==> config.mk <==
export PLATFORM = sky130hd
export DESIGN_NAME = arp_request_responder_core
export DESIGN_NICKNAME = d
export VERILOG_FILES = /design/src/rtl/core/arpr_pkg.sv /design/src/rtl/core/arpr_parser.sv /design/src/rtl/core/arpr_fifo.sv /design/src/rtl/core/arpr_gen.sv /design/src/rtl/core/arp_request_responder_core.sv
export SDC_FILE = /design/constraint.sdc
export NUM_CORES = 1
export LEC_CHECK = 0
export BUFFER_PORTS_ARGS = -buffer_cell sky130_fd_sc_hd__buf_4
export CORE_ASPECT_RATIO = 1.25
export CORE_MARGIN = 4
export CORE_UTILIZATION = 25
export CTS_CLUSTER_SIZE = 40
export DETAILED_ROUTE_END_ITERATION = 8
export PLACE_DENSITY_LB_ADDON = 0.2
export SYNTH_ARGS = -nofsm -noshare
export SYNTH_HDL_FRONTEND = slang
export SYNTH_SLANG_ARGS = --single-unit
==> constraint.sdc <==
create_clock -name clk_i -period 11.4 [get_ports clk_i]
set_clock_uncertainty 0.2 [all_clocks]
set_input_delay 1.71 -clock clk_i [delete_from_list [all_inputs] [get_ports clk_i]]
set_output_delay 1.71 -clock clk_i [all_outputs]
set_load 0.05 [all_outputs]
==> src/rtl/core/arpr_pkg.sv <==
// ----------------------------------------------------------------------------
// arpr_pkg
// shared types, constants and reply byte lookup for the arp responder
// ----------------------------------------------------------------------------
package arpr_pkg;

  localparam int unsigned BYTE_W      = 8;
  localparam int unsigned POS_W       = 6;
  localparam int unsigned MAC_W       = 48;
  localparam int unsigned IP_W        = 32;
  localparam int unsigned CFG_IDX_W   = 1;
  localparam int unsigned CFG_DATA_W  = 48;
  localparam int unsigned QUEUE_DEPTH = 2;

  localparam logic [POS_W-1:0] FRAME_LEN = 6'd42;
  localparam logic [POS_W-1:0] LAST_IDX  = 6'd41;

  localparam logic [15:0] ETHERTYPE_ARP = 16'h0806;
  localparam logic [15:0] OP_REQUEST    = 16'h0001;
  localparam logic [15:0] OP_REPLY      = 16'h0002;
  localparam logic [15:0] PROTO_IPV4    = 16'h0800;
  localparam logic [15:0] HW_ETHERNET   = 16'h0001;
  localparam logic [7:0]  HW_LEN        = 8'd6;
  localparam logic [7:0]  PROTO_LEN     = 8'd4;

  localparam logic [IP_W-1:0]  OWN_IP_RESET  = 32'hC0A8_0701;
  localparam logic [MAC_W-1:0] OWN_MAC_RESET = 48'h0000_0000_0002;

  localparam logic [CFG_IDX_W-1:0] REG_OWN_IP  = 1'b0;
  localparam logic [CFG_IDX_W-1:0] REG_OWN_MAC = 1'b1;

  typedef struct packed {
    logic [MAC_W-1:0] mac;
    logic [IP_W-1:0]  ip;
  } arpr_job_t;

  // octet k of a mac, first octet on the wire in the top bits
  function automatic logic [7:0] mac_octet(input logic [MAC_W-1:0] mac, input logic [2:0] k);
    logic [7:0] o;
    unique case (k)
      3'd0:    o = mac[47:40];
      3'd1:    o = mac[39:32];
      3'd2:    o = mac[31:24];
      3'd3:    o = mac[23:16];
      3'd4:    o = mac[15:8];
      default: o = mac[7:0];
    endcase
    return o;
  endfunction

  function automatic logic [7:0] ip_octet(input logic [IP_W-1:0] ip, input logic [1:0] k);
    logic [7:0] o;
    unique case (k)
      2'd0:    o = ip[31:24];
      2'd1:    o = ip[23:16];
      2'd2:    o = ip[15:8];
      default: o = ip[7:0];
    endcase
    return o;
  endfunction

  function automatic logic [7:0] reply_octet(input logic [POS_W-1:0] idx,
                                             input arpr_job_t job,
                                             input logic [MAC_W-1:0] own_mac,
                                             input logic [IP_W-1:0] own_ip);
    logic [POS_W-1:0] off6;
    logic [POS_W-1:0] off22;
    logic [POS_W-1:0] off28;
    logic [POS_W-1:0] off32;
    logic [POS_W-1:0] off38;
    logic [7:0]       o;
    off6  = idx - 6'd6;
    off22 = idx - 6'd22;
    off28 = idx - 6'd28;
    off32 = idx - 6'd32;
    off38 = idx - 6'd38;
    if (idx < 6'd6) begin
      o = mac_octet(job.mac, idx[2:0]);
    end else if (idx < 6'd12) begin
      o = mac_octet(own_mac, off6[2:0]);
    end else if (idx < 6'd22) begin
      unique case (idx)
        6'd12:   o = ETHERTYPE_ARP[15:8];
        6'd13:   o = ETHERTYPE_ARP[7:0];
        6'd14:   o = HW_ETHERNET[15:8];
        6'd15:   o = HW_ETHERNET[7:0];
        6'd16:   o = PROTO_IPV4[15:8];
        6'd17:   o = PROTO_IPV4[7:0];
        6'd18:   o = HW_LEN;
        6'd19:   o = PROTO_LEN;
        6'd20:   o = OP_REPLY[15:8];
        default: o = OP_REPLY[7:0];
      endcase
    end else if (idx < 6'd28) begin
      o = mac_octet(own_mac, off22[2:0]);
    end else if (idx < 6'd32) begin
      o = ip_octet(own_ip, off28[1:0]);
    end else if (idx < 6'd38) begin
      o = mac_octet(job.mac, off32[2:0]);
    end else begin
      o = ip_octet(job.ip, off38[1:0]);
    end
    return o;
  endfunction

endpackage

==> src/rtl/core/arpr_parser.sv <==
// ----------------------------------------------------------------------------
// arpr_parser
// counts frame bytes, checks the ethertype, opcode and target ip fields and
// captures the requester addresses; queues a reply job when a matching frame ends
// ----------------------------------------------------------------------------
module arpr_parser (
  input  logic                      clk_i,
  input  logic                      rst_ni,
  input  logic                      accept_i,
  input  logic [7:0]                byte_i,
  input  logic                      last_i,
  input  logic [arpr_pkg::IP_W-1:0] own_ip_i,
  output logic                      push_o,
  output arpr_pkg::arpr_job_t       job_o
);
  import arpr_pkg::*;

  logic [POS_W-1:0] pos_q, pos_d;
  logic             match_q, match_d;
  logic [MAC_W-1:0] mac_q, mac_d;
  logic [IP_W-1:0]  ip_q, ip_d;

  logic             in_range;
  logic             check_pos;
  logic [POS_W-1:0] pos_next;
  logic [POS_W-1:0] tip_off;
  logic [7:0]       expect_byte;
  logic             mismatch;
  logic             match_next;

  assign in_range  = pos_q < FRAME_LEN;
  assign pos_next  = in_range ? pos_q + 6'd1 : pos_q;
  assign tip_off   = pos_q - 6'd38;
  assign check_pos = (pos_q == 6'd12) || (pos_q == 6'd13) || (pos_q == 6'd20) ||
                     (pos_q == 6'd21) || (pos_q >= 6'd38);

  always_comb begin
    priority if (pos_q == 6'd12) begin
      expect_byte = ETHERTYPE_ARP[15:8];
    end else if (pos_q == 6'd13) begin
      expect_byte = ETHERTYPE_ARP[7:0];
    end else if (pos_q == 6'd20) begin
      expect_byte = OP_REQUEST[15:8];
    end else if (pos_q == 6'd21) begin
      expect_byte = OP_REQUEST[7:0];
    end else begin
      expect_byte = ip_octet(own_ip_i, tip_off[1:0]);
    end
  end

  assign mismatch   = in_range && check_pos && (byte_i != expect_byte);
  assign match_next = match_q && !mismatch;
  assign push_o     = accept_i && last_i && match_next && (pos_next == FRAME_LEN);
  assign job_o      = '{mac: mac_q, ip: ip_q};

  always_comb begin
    pos_d   = pos_q;
    match_d = match_q;
    mac_d   = mac_q;
    ip_d    = ip_q;
    if (accept_i) begin
      if (in_range && pos_q >= 6'd6 && pos_q < 6'd12) begin
        mac_d = {mac_q[MAC_W-9:0], byte_i};
      end
      if (in_range && pos_q >= 6'd28 && pos_q < 6'd32) begin
        ip_d = {ip_q[IP_W-9:0], byte_i};
      end
      if (last_i) begin
        pos_d   = '0;
        match_d = 1'b1;
      end else begin
        pos_d   = pos_next;
        match_d = match_next;
      end
    end
  end

  always_ff @(posedge clk_i or negedge rst_ni) begin
    if (!rst_ni) begin
      pos_q   <= '0;
      match_q <= 1'b1;
      mac_q   <= '0;
      ip_q    <= '0;
    end else begin
      pos_q   <= pos_d;
      match_q <= match_d;
      mac_q   <= mac_d;
      ip_q    <= ip_d;
    end
  end

  a_pos_bound: assert property (@(posedge clk_i) disable iff (!rst_ni)
    pos_q <= FRAME_LEN)
    else $error("byte position past saturation");

  a_last_clears: assert property (@(posedge clk_i) disable iff (!rst_ni)
    accept_i && last_i |=> pos_q == '0 && match_q)
    else $error("frame end did not clear parser state");

endmodule

==> src/rtl/core/arpr_fifo.sv <==
// ----------------------------------------------------------------------------
// arpr_fifo
// small register queue of reply jobs between parser and reply generator
// ----------------------------------------------------------------------------
module arpr_fifo #(
  parameter int unsigned Width = 8,
  parameter int unsigned Depth = 2
) (
  input  logic             clk_i,
  input  logic             rst_ni,
  input  logic             push_i,
  input  logic [Width-1:0] wdata_i,
  input  logic             pop_i,
  output logic [Width-1:0] rdata_o,
  output logic             empty_o,
  output logic             full_o
);

  localparam int unsigned PtrW = (Depth > 1) ? $clog2(Depth) : 1;
  localparam int unsigned CntW = $clog2(Depth + 1);
  localparam logic [PtrW-1:0] PtrMax = PtrW'(Depth - 1);
  localparam logic [CntW-1:0] CntFull = CntW'(Depth);

  logic [Width-1:0] mem_q [Depth];
  logic [PtrW-1:0]  wptr_q, wptr_d;
  logic [PtrW-1:0]  rptr_q, rptr_d;
  logic [CntW-1:0]  cnt_q, cnt_d;

  assign rdata_o = mem_q[rptr_q];
  assign empty_o = cnt_q == '0;
  assign full_o  = cnt_q == CntFull;

  always_comb begin
    wptr_d = wptr_q;
    rptr_d = rptr_q;
    cnt_d  = cnt_q;
    if (push_i) begin
      wptr_d = (wptr_q == PtrMax) ? '0 : wptr_q + PtrW'(1);
    end
    if (pop_i) begin
      rptr_d = (rptr_q == PtrMax) ? '0 : rptr_q + PtrW'(1);
    end
    if (push_i && !pop_i) begin
      cnt_d = cnt_q + CntW'(1);
    end else if (pop_i && !push_i) begin
      cnt_d = cnt_q - CntW'(1);
    end
  end

  always_ff @(posedge clk_i) begin
    if (push_i) begin
      mem_q[wptr_q] <= wdata_i;
    end
  end

  always_ff @(posedge clk_i or negedge rst_ni) begin
    if (!rst_ni) begin
      wptr_q <= '0;
      rptr_q <= '0;
      cnt_q  <= '0;
    end else begin
      wptr_q <= wptr_d;
      rptr_q <= rptr_d;
      cnt_q  <= cnt_d;
    end
  end

  a_no_overflow: assert property (@(posedge clk_i) disable iff (!rst_ni)
    !(push_i && full_o))
    else $error("push into full queue");

  a_no_underflow: assert property (@(posedge clk_i) disable iff (!rst_ni)
    !(pop_i && empty_o))
    else $error("pop from empty queue");

endmodule

==> src/rtl/core/arpr_gen.sv <==
// ----------------------------------------------------------------------------
// arpr_gen
// walks the head job of the queue and streams the 42-byte arp reply
// through an output register
// ----------------------------------------------------------------------------
module arpr_gen (
  input  logic                       clk_i,
  input  logic                       rst_ni,
  input  logic                       job_valid_i,
  input  arpr_pkg::arpr_job_t        job_i,
  output logic                       pop_o,
  input  logic [arpr_pkg::MAC_W-1:0] own_mac_i,
  input  logic [arpr_pkg::IP_W-1:0]  own_ip_i,
  output logic                       tvalid_o,
  input  logic                       tready_i,
  output logic [7:0]                 tdata_o,
  output logic                       tlast_o
);
  import arpr_pkg::*;

  logic [POS_W-1:0] idx_q, idx_d;
  logic             valid_q, valid_d;
  logic [7:0]       data_q, data_d;
  logic             last_q, last_d;
  logic             adv;
  logic             at_end;

  assign adv    = job_valid_i && (!valid_q || tready_i);
  assign at_end = idx_q == LAST_IDX;
  assign pop_o  = adv && at_end;

  always_comb begin
    idx_d   = idx_q;
    valid_d = valid_q;
    data_d  = data_q;
    last_d  = last_q;
    if (adv) begin
      data_d  = reply_octet(idx_q, job_i, own_mac_i, own_ip_i);
      last_d  = at_end;
      valid_d = 1'b1;
      idx_d   = at_end ? '0 : idx_q + 6'd1;
    end else if (tready_i) begin
      valid_d = 1'b0;
    end
  end

  always_ff @(posedge clk_i) begin
    data_q <= data_d;
  end

  always_ff @(posedge clk_i or negedge rst_ni) begin
    if (!rst_ni) begin
      idx_q   <= '0;
      valid_q <= 1'b0;
      last_q  <= 1'b0;
    end else begin
      idx_q   <= idx_d;
      valid_q <= valid_d;
      last_q  <= last_d;
    end
  end

  assign tvalid_o = valid_q;
  assign tdata_o  = data_q;
  assign tlast_o  = last_q;

  a_last_wraps: assert property (@(posedge clk_i) disable iff (!rst_ni)
    valid_q && last_q |-> idx_q == '0)
    else $error("reply end out of step with byte index");

endmodule

==> src/rtl/core/arp_request_responder_core.sv <==
// ----------------------------------------------------------------------------
// arp_request_responder_core
// answers arp requests for the configured own ip with a 42-byte reply
// ----------------------------------------------------------------------------
// input: one frame byte per cycle, tready drops only while the job queue is full
// the final frame byte transfer queues a job; its first reply byte then passes through the output register
// output: 42-byte replies, consecutive replies follow without a gap
// queue of QueueDepth reply jobs decouples parsing from reply streaming
// reset: own ip 192.168.7.1, own mac 2, queue and output empty, parser at byte 0
// ----------------------------------------------------------------------------
module arp_request_responder_core #(
  parameter int unsigned QueueDepth = arpr_pkg::QUEUE_DEPTH
) (
  input  logic                            clk_i,
  input  logic                            rst_ni,
  input  logic                            cfg_we_i,
  input  logic [arpr_pkg::CFG_IDX_W-1:0]  cfg_index_i,
  input  logic [arpr_pkg::CFG_DATA_W-1:0] cfg_data_i,
  input  logic                            s_axis_tvalid,
  output logic                            s_axis_tready,
  input  logic [7:0]                      s_axis_tdata,  // frame_byte
  input  logic                            s_axis_tlast,
  output logic                            m_axis_tvalid,
  input  logic                            m_axis_tready,
  output logic [7:0]                      m_axis_tdata,  // reply_byte
  output logic                            m_axis_tlast
);
  import arpr_pkg::*;

  logic [IP_W-1:0]  own_ip_q;
  logic [MAC_W-1:0] own_mac_q;

  logic             in_xfer;
  logic             push;
  logic             pop;
  logic             q_empty;
  logic             q_full;
  arpr_job_t        push_job;
  arpr_job_t        head_job;
  logic [$bits(arpr_job_t)-1:0] head_bits;

  always_ff @(posedge clk_i or negedge rst_ni) begin
    if (!rst_ni) begin
      own_ip_q  <= OWN_IP_RESET;
      own_mac_q <= OWN_MAC_RESET;
    end else if (cfg_we_i) begin
      unique case (cfg_index_i)
        REG_OWN_IP:  own_ip_q  <= cfg_data_i[IP_W-1:0];
        REG_OWN_MAC: own_mac_q <= cfg_data_i[MAC_W-1:0];
        default:     ;
      endcase
    end
  end

  assign s_axis_tready = !q_full;
  assign in_xfer       = s_axis_tvalid && s_axis_tready;

  arpr_parser u_parser (
    .clk_i    (clk_i),
    .rst_ni   (rst_ni),
    .accept_i (in_xfer),
    .byte_i   (s_axis_tdata),
    .last_i   (s_axis_tlast),
    .own_ip_i (own_ip_q),
    .push_o   (push),
    .job_o    (push_job)
  );

  arpr_fifo #(
    .Width ($bits(arpr_job_t)),
    .Depth (QueueDepth)
  ) u_fifo (
    .clk_i   (clk_i),
    .rst_ni  (rst_ni),
    .push_i  (push),
    .wdata_i (push_job),
    .pop_i   (pop),
    .rdata_o (head_bits),
    .empty_o (q_empty),
    .full_o  (q_full)
  );

  assign head_job = arpr_job_t'(head_bits);

  arpr_gen u_gen (
    .clk_i       (clk_i),
    .rst_ni      (rst_ni),
    .job_valid_i (!q_empty),
    .job_i       (head_job),
    .pop_o       (pop),
    .own_mac_i   (own_mac_q),
    .own_ip_i    (own_ip_q),
    .tvalid_o    (m_axis_tvalid),
    .tready_i    (m_axis_tready),
    .tdata_o     (m_axis_tdata),
    .tlast_o     (m_axis_tlast)
  );

endmodule

* Yosys cells after proc, flatten, opt, wreduce, memory -nomap -nowiden
Memory sizes are Yosys's and may differ from the RTL's. Cells that the tools add are included.
Word-level totals: logic and storage cells 140, memory bits (writable) 160, output and inout bits 11, memories 2, flip-flop bits (word level) 187, bits of input ports 63, ROM bits 128
Memories:
- u_fifo.mem_q | words 2, width 80, read ports 1, clocked after memory_dff 0, write ports 1, RTL line arpr_fifo.sv:24 | logic [Width-1:0] mem_q [Depth];
- (name not given) | words 32, width 4, read ports 1, clocked after memory_dff 0, write ports 0, RTL line arpr_pkg.sv:82 | unique case (idx)
Operators by class: mux-type cells 30, add/subtract/negate cells 12, order comparisons 12, bitwise operators 1, reductions and logical operators 40, equal/unequal tests 30
Operator list (number):
- one-hot mux 8 bit (5 select lines) | 4
- two-way mux 8 bit | 11
- one-hot mux 8 bit (3 select lines) | 3
- == test 3 x 2 -> 1 bit (second input constant) | 8
- less-than comparator 6 bit (second input constant) | 4
- two-way mux 6 bit | 3
- logical AND 1 bit | 15
- adder 6 x 1 -> 6 bit (second input constant) | 2
- == test 3 x 1 -> 1 bit (second input constant) | 4
- == test 3 bit (second input constant) | 4
- == test 6 x 4 -> 1 bit (second input constant) | 2
- == test 6 x 5 -> 1 bit (second input constant) | 2
- == test 6 bit (second input constant) | 2
- logical NOT 3 bit | 4
- less-than comparator 6 x 4 -> 1 bit (second input constant) | 2
- less-than comparator 6 x 5 -> 1 bit (second input constant) | 2
- == test 2 bit (second input constant) | 4
- logical NOT 2 bit | 4
- != test 8 bit | 1
- AND reduction 2 bit | 4
- two-way mux 1 bit | 7
- == test 2 x 1 -> 1 bit (second input constant) | 3
- >= comparator 6 x 3 -> 1 bit (second input constant) | 1
- >= comparator 6 x 5 -> 1 bit (second input constant) | 1
- 13 further kinds | 28

* Longest topological paths before layout
depth in word-level cells 17, gate-level depth with buffers 13

* Modules after synthesis
A second synthesis with hierarchy kept.
Second synthesis, totals: cells, all modules 1061, area, all modules 16091.7 µm²
Modules (own cells, without submodules):
- arpr_fifo | area an instance 6359.8 µm², instances 1, cells each 265, seq. area each 4904.7 µm²
- arpr_parser | area an instance 4041.4 µm², instances 1, cells each 318, seq. area each 2178.3 µm²
- arp_request_responder_core | area an instance 3215.6 µm², instances 1, cells each 174, seq. area each 2014.4 µm²
- arpr_gen | area an instance 2474.9 µm², instances 1, cells each 304, seq. area each 440.4 µm²

* Least setup slack after synthesis
No wires, ideal clock.
kind input-to-reg, start point input s_axis_tdata[5], end point memory u_fifo.mem_q[0][0] in the netlist's numbering, enable pin, cell stages on the path 6, arrival 8.098 ns, setup slack 2.485 ns, cells stage by stage a22oi_1 o221ai_1 a221oi_1 nand4b_1 a21o_1 nor3_1
On the way: longest elaborated chain between the ends 8
RTL lines:
- start: declaration | RTL line arp_request_responder_core.sv:21 | input logic [7:0] s_axis_tdata,
- != test 8 bit | RTL line arpr_parser.sv:51 | assign mismatch = in_range && check_pos && (byte_i != expect_byte);
- logical AND 1 bit | RTL line arpr_parser.sv:51
- logical NOT 1 bit | RTL line arpr_parser.sv:52 | assign match_next = match_q && !mismatch;
- logical AND 1 bit | RTL line arpr_parser.sv:52
- logical AND 1 bit (2 in series) | RTL line arpr_parser.sv:53 | assign push_o = accept_i && last_i && match_next && (pos_next == FRAME_LEN);
- two-way mux 1 bit | RTL line arpr_fifo.sv:51 | if (push_i) begin
- two-way mux 1 bit (not written as such) | RTL line arpr_fifo.sv:52 | mem_q[wptr_q] <= wdata_i;
- end: declaration | RTL line arpr_fifo.sv:24
No other way between the ends.

* Worst setup path after layout
start point register u_parser.pos_q[1], end point memory u_fifo.mem_q[0][33] in the netlist's numbering, enable pin
On the way: longest elaborated chain between the ends 15, elaborated cells between the ends (all ways) 31, classes of those cells 2 x add/sub; 2 x order compare; 8 x eq/ne; 8 x mux; 11 x reduce/logical
RTL lines:
- start: declaration | RTL line arpr_parser.sv:18 | logic [POS_W-1:0] pos_q, pos_d;
- start signal: assignment | RTL line arpr_parser.sv:85 | pos_q <= pos_d;
- subtractor 2 bit | RTL line arpr_parser.sv:33 | assign tip_off = pos_q - 6'd38;
- == test 2 bit, or another cell as far along | RTL line arpr_pkg.sv:53 | unique case (k)
- one-hot mux 8 bit (3 select lines) | RTL line arpr_pkg.sv:53
- two-way mux 8 bit | RTL line arpr_parser.sv:44 | end else if (pos_q == 6'd21) begin
- two-way mux 8 bit | RTL line arpr_parser.sv:42 | end else if (pos_q == 6'd20) begin
- two-way mux 8 bit | RTL line arpr_parser.sv:40 | end else if (pos_q == 6'd13) begin
- two-way mux 8 bit | RTL line arpr_parser.sv:38 | priority if (pos_q == 6'd12) begin
- != test 8 bit | RTL line arpr_parser.sv:51
- logical AND 1 bit | RTL line arpr_parser.sv:51
- logical NOT 1 bit | RTL line arpr_parser.sv:52
- logical AND 1 bit | RTL line arpr_parser.sv:52
- logical AND 1 bit | RTL line arpr_parser.sv:53
- logical AND 1 bit (*) | RTL line arpr_parser.sv:53
- two-way mux 1 bit (*) | RTL line arpr_fifo.sv:51
- two-way mux 1 bit (not written as such) (*) | RTL line arpr_fifo.sv:52
Every way passes the cells marked *; elsewhere a longest branch is shown, timed or not.

==> metrics.md <==
| Metric | Value |
|---|---|
| Htree depth | 2 |
| Pin count of the biggest net entering global routing | 103 |
| Leading post-synthesis cells by cell area | edfxtp_1 (34%), dfrtp_1 (28%), mux2_2 (12%) |
| Mapped Nets | 1096 |
| Kind of capture point of the worst setup path | flip-flop |
| Placed Area | 16200 sq um |
| Number of post-CTS setup repair buffers | 0 |
| Final Hold Violating Endpoints | 0 |
| TritonCTS clock tree | built |
| Post-synth EDFFs | 168 |
| Fmax | 225 MHz |
| Worst reg2reg startpoint | u_parser.pos_q[1] |
| Fraction of the mapped netlist area in adder cells | 0.0118 |
| Synth Instances | 1019 |
| Effective utilization at floorplan | 0.253 |
| Number of buffers inserted during clock tree synthesis | 41 |
| Cell area power density | 168 nW/um^2 |
| Most instantiated flip-flop cell in the synthesis netlist | edfxtp_1 |
| Peak fanout along the critical path | 46 |
| Most common cell after layout, fill and taps aside | edfxtp_1 |
| Compound-gate portion of the synthesized area | 0.104 |
| Wire length after detailed routing | 38.5 mm |
| First-pass GRT wire length | 58.4 mm |
| RePlAce Congestion | 0.809 |
| Drt wl/cell | 20.5 um |
| Unique masters post-synth | 66 |
| Status | complete, no violations |
| Total global-route track usage | 0.121 |
| Count of yosys warnings during synthesis | 0 |
| Non-Filler Cell Area, Final | 17600 sq um |
| Worst min-delay path class | reg2reg |
| Max-cap check violation count | 0 |
| Congestion Overflow GR | 0 |
| Storage element area | 9540 sq um |
| Measured slew at the worst slew-check pin | 1.18 ns |
| Avg Vias per Cell | 4.69 |
| Number of pins exceeding their max-slew limit in the final report | 0 |
| Final critical-path required period | 4.45 ns |
| Xor-xnor portion of the synthesized cell area | 0.00649 |
| Worst min-delay path startpoint | u_parser.mac_q[47] |
| Number of antenna diodes | 0 |
| Post-detail-place hpwl | 24.7 mm |
| Combinational family with the most area after synthesis | multiplexers |
| Number of global-route vias before repair | 9203 |
| Synthesized flop and latch total | 347 |
| Total Negative Setup Slacks | 0 ns |
| Layout overhead on the synthesized area | 18.7% |
| Total via count in the routed design | 8788 |
| Most frequent cells in the layout | edfxtp_1 (168), dfrtp_1 (167), mux2_2 (159) |
| Die boundary width | 226 um |
| Number of standard cells in the layout, taps in and fillers out | 1875 |
| # IOs | 74 |
| Share of cells above drive strength 1 | 0.318 |
| Number of nets still failing antenna checks after routing | 0 |
| Data required time at the worst endpoint | 11.38 ns |
| Slack of the worst reg-to-reg path | 6.95 ns |
| Cell Area, Synth | 14800 sq um |
| Fraction of registers with async set/reset | 0.516 |
| Fraction of synthesized area in multiplexers | 0.162 |
| Average size of a mapped cell | 14.6 sq um |
| # resized after CTS | 0 |
| Hold slack | 0.265 ns |
| # port buffers | 73 |
| CTS sink count | 347 |
| Cell type with the largest total area after synthesis | edfxtp_1 |
| Critical Path Source Type | flip-flop |
| Top-area cell type share of the netlist area | 0.340 |
| Data arrival time of the critical path | 4.42 ns |
| DIE AREA | 63300 sq um |
| Area of combinational cells with multiple inputs | 4920 sq um |
| Clock slew at reported path FFs | 0.06 ns |
| Hold Buf Count CTS | 0 |
| Antenna violations before repair | 0 |
| Worst VDD drop | 0.000107 V |
| Final setup viols | 0 |
| Lkg Pwr | 0.00703 uW |
| First-iteration detailed-routing DRC count | 661 |
| Number of cells in the design after placement | 1800 |
| FILL cells | 5878 |
| # rows | 99 |
| Number of remaining DRC errors | 0 |
| Slew HR | 0.216 |
| Sequential-to-total area share from yosys stat | 0.643 |
| Simple-Gate Fraction of Synth Area | 0.0450 |
| Worst-Skew Late Latency | 0.55 ns |
| Part of the cycle the worst path needs | 0.390 |
| Type of the setup path with the least slack | reg2reg |
| Setup repair after global routing missed its margin | no |
| Final total power | 2950 uW |
| Number of optimization iterations in the first detailed-route pass | 5 |
| Worst-case clock buffer depth | 3 |
| Core Area | 58600 sq um |
| Floorplan die height | 280 um |
| Worst Setup SP | u_parser.pos_q[1] |
| Cell at the root of the clock tree | clkbuf_16 |
| Final Net Count | 1163 |
==> per-layer routing <==
| layer | GRT usage | up-vias | part of all wire |
|---|---|---|---|
| li1 | - | 4062 | - |
| met3 | 0.0239 | 54 | 0.046 |
| met1 | 0.163 | 4472 | 0.45 |
| met4 | 0.0353 | 0 | 0.025 |
| met5 | 0 | - | 0 |
| met2 | 0.198 | 200 | 0.48 |
==> worst max-delay path: stages (launching register included) <==
cell and delay [ns]:
dfrtp_1 0.53, inv_1 0.14, ha_1 0.36, or2_2 0.36, a22o_1 0.21, a22oi_1 0.25, xnor2_1 0.15, nand4b_1 0.25
a21o_1 0.27, nor3_2 0.17, buf_4 0.46, buf_4 0.64
==> sequential cells by signal (all words and copies together) (netlist names) <==
signal / count
u_fifo.mem_q: 160
own_mac_q: 48
u_parser.mac_q: 48
own_ip_q: 32
u_parser.ip_q: 32
u_gen.tdata_o: 8
u_gen.idx_q: 6
u_parser.pos_q: 6
u_fifo.cnt_q: 2
u_fifo.rptr_q: 1
u_fifo.wptr_q: 1
u_gen.tlast_o: 1
u_gen.tvalid_o: 1
u_parser.match_q: 1
==> cells in the mapped netlist, drive strengths merged, types with 3 or more instances <==
cell type and n:
dfrtp 168, edfxtp 168, mux2 165, nand2 57, a21oi 50, clkbuf 38, inv 32, a222oi 31
buf 28, o21ai 28, a22oi 25, mux2i 21, a211oi 17, mux4 15, nor2 15, nor3 15
ha 14, nor2b 12, dfstp 11, a31oi 10, xnor2 7, nand2b 6, o221ai 6, o22ai 6
a221oi 5, a22o 5, nand4b 5, or3 5, and2 4, o31ai 4, xor2 4, a2111oi 3
a21o 3, nand4 3, o22a 3
==> final timing paths <==
path | cells after the start | endpoint
min reg2reg | 0 | u_fifo.mem_q[0][79]
max in group asynchronous | 2 | own_mac_q[19]
min | 0 | u_fifo.mem_q[0][79]
max reg2reg | 11 | u_fifo.mem_q[0][33]
min in group asynchronous | 1 | own_mac_q[33]
max | 11 | u_fifo.mem_q[0][33]
==> report_power, final <==
part	internal [uW]	switching [uW]	leakage, uW
combinational	94.1	89.8	0.00239
sequential	1380	56.3	0.00395
clock	821	513	0.000689
==> cell families after synthesis <==
logic type / count (synthesis)
compound gates: 214
xor+xnor: 11
fa+ha+maj: 14
buf+inv: 98
flops: 347
mux: 201
simple gates: 134
==> final cells by class <==
class	instances	share of cell area
sequential	347	0.542
multi-input combinational	574	0.279
clock buffer	59	0.0679
tap	757	0.0538
timing repair buffer	90	0.0387
clock inverter	16	0.0113
inverter	32	0.00682
==> stage by stage <==
step	util	setup slack, ns
CTS	0.300	6.89
finish	0.300	6.95
floorplan	-	2.48
detailed placement	0.277	6.41
global placement	0.277	6.44
global route	0.300	6.67
No activity file was read; power rests on OpenSTA's default activity.
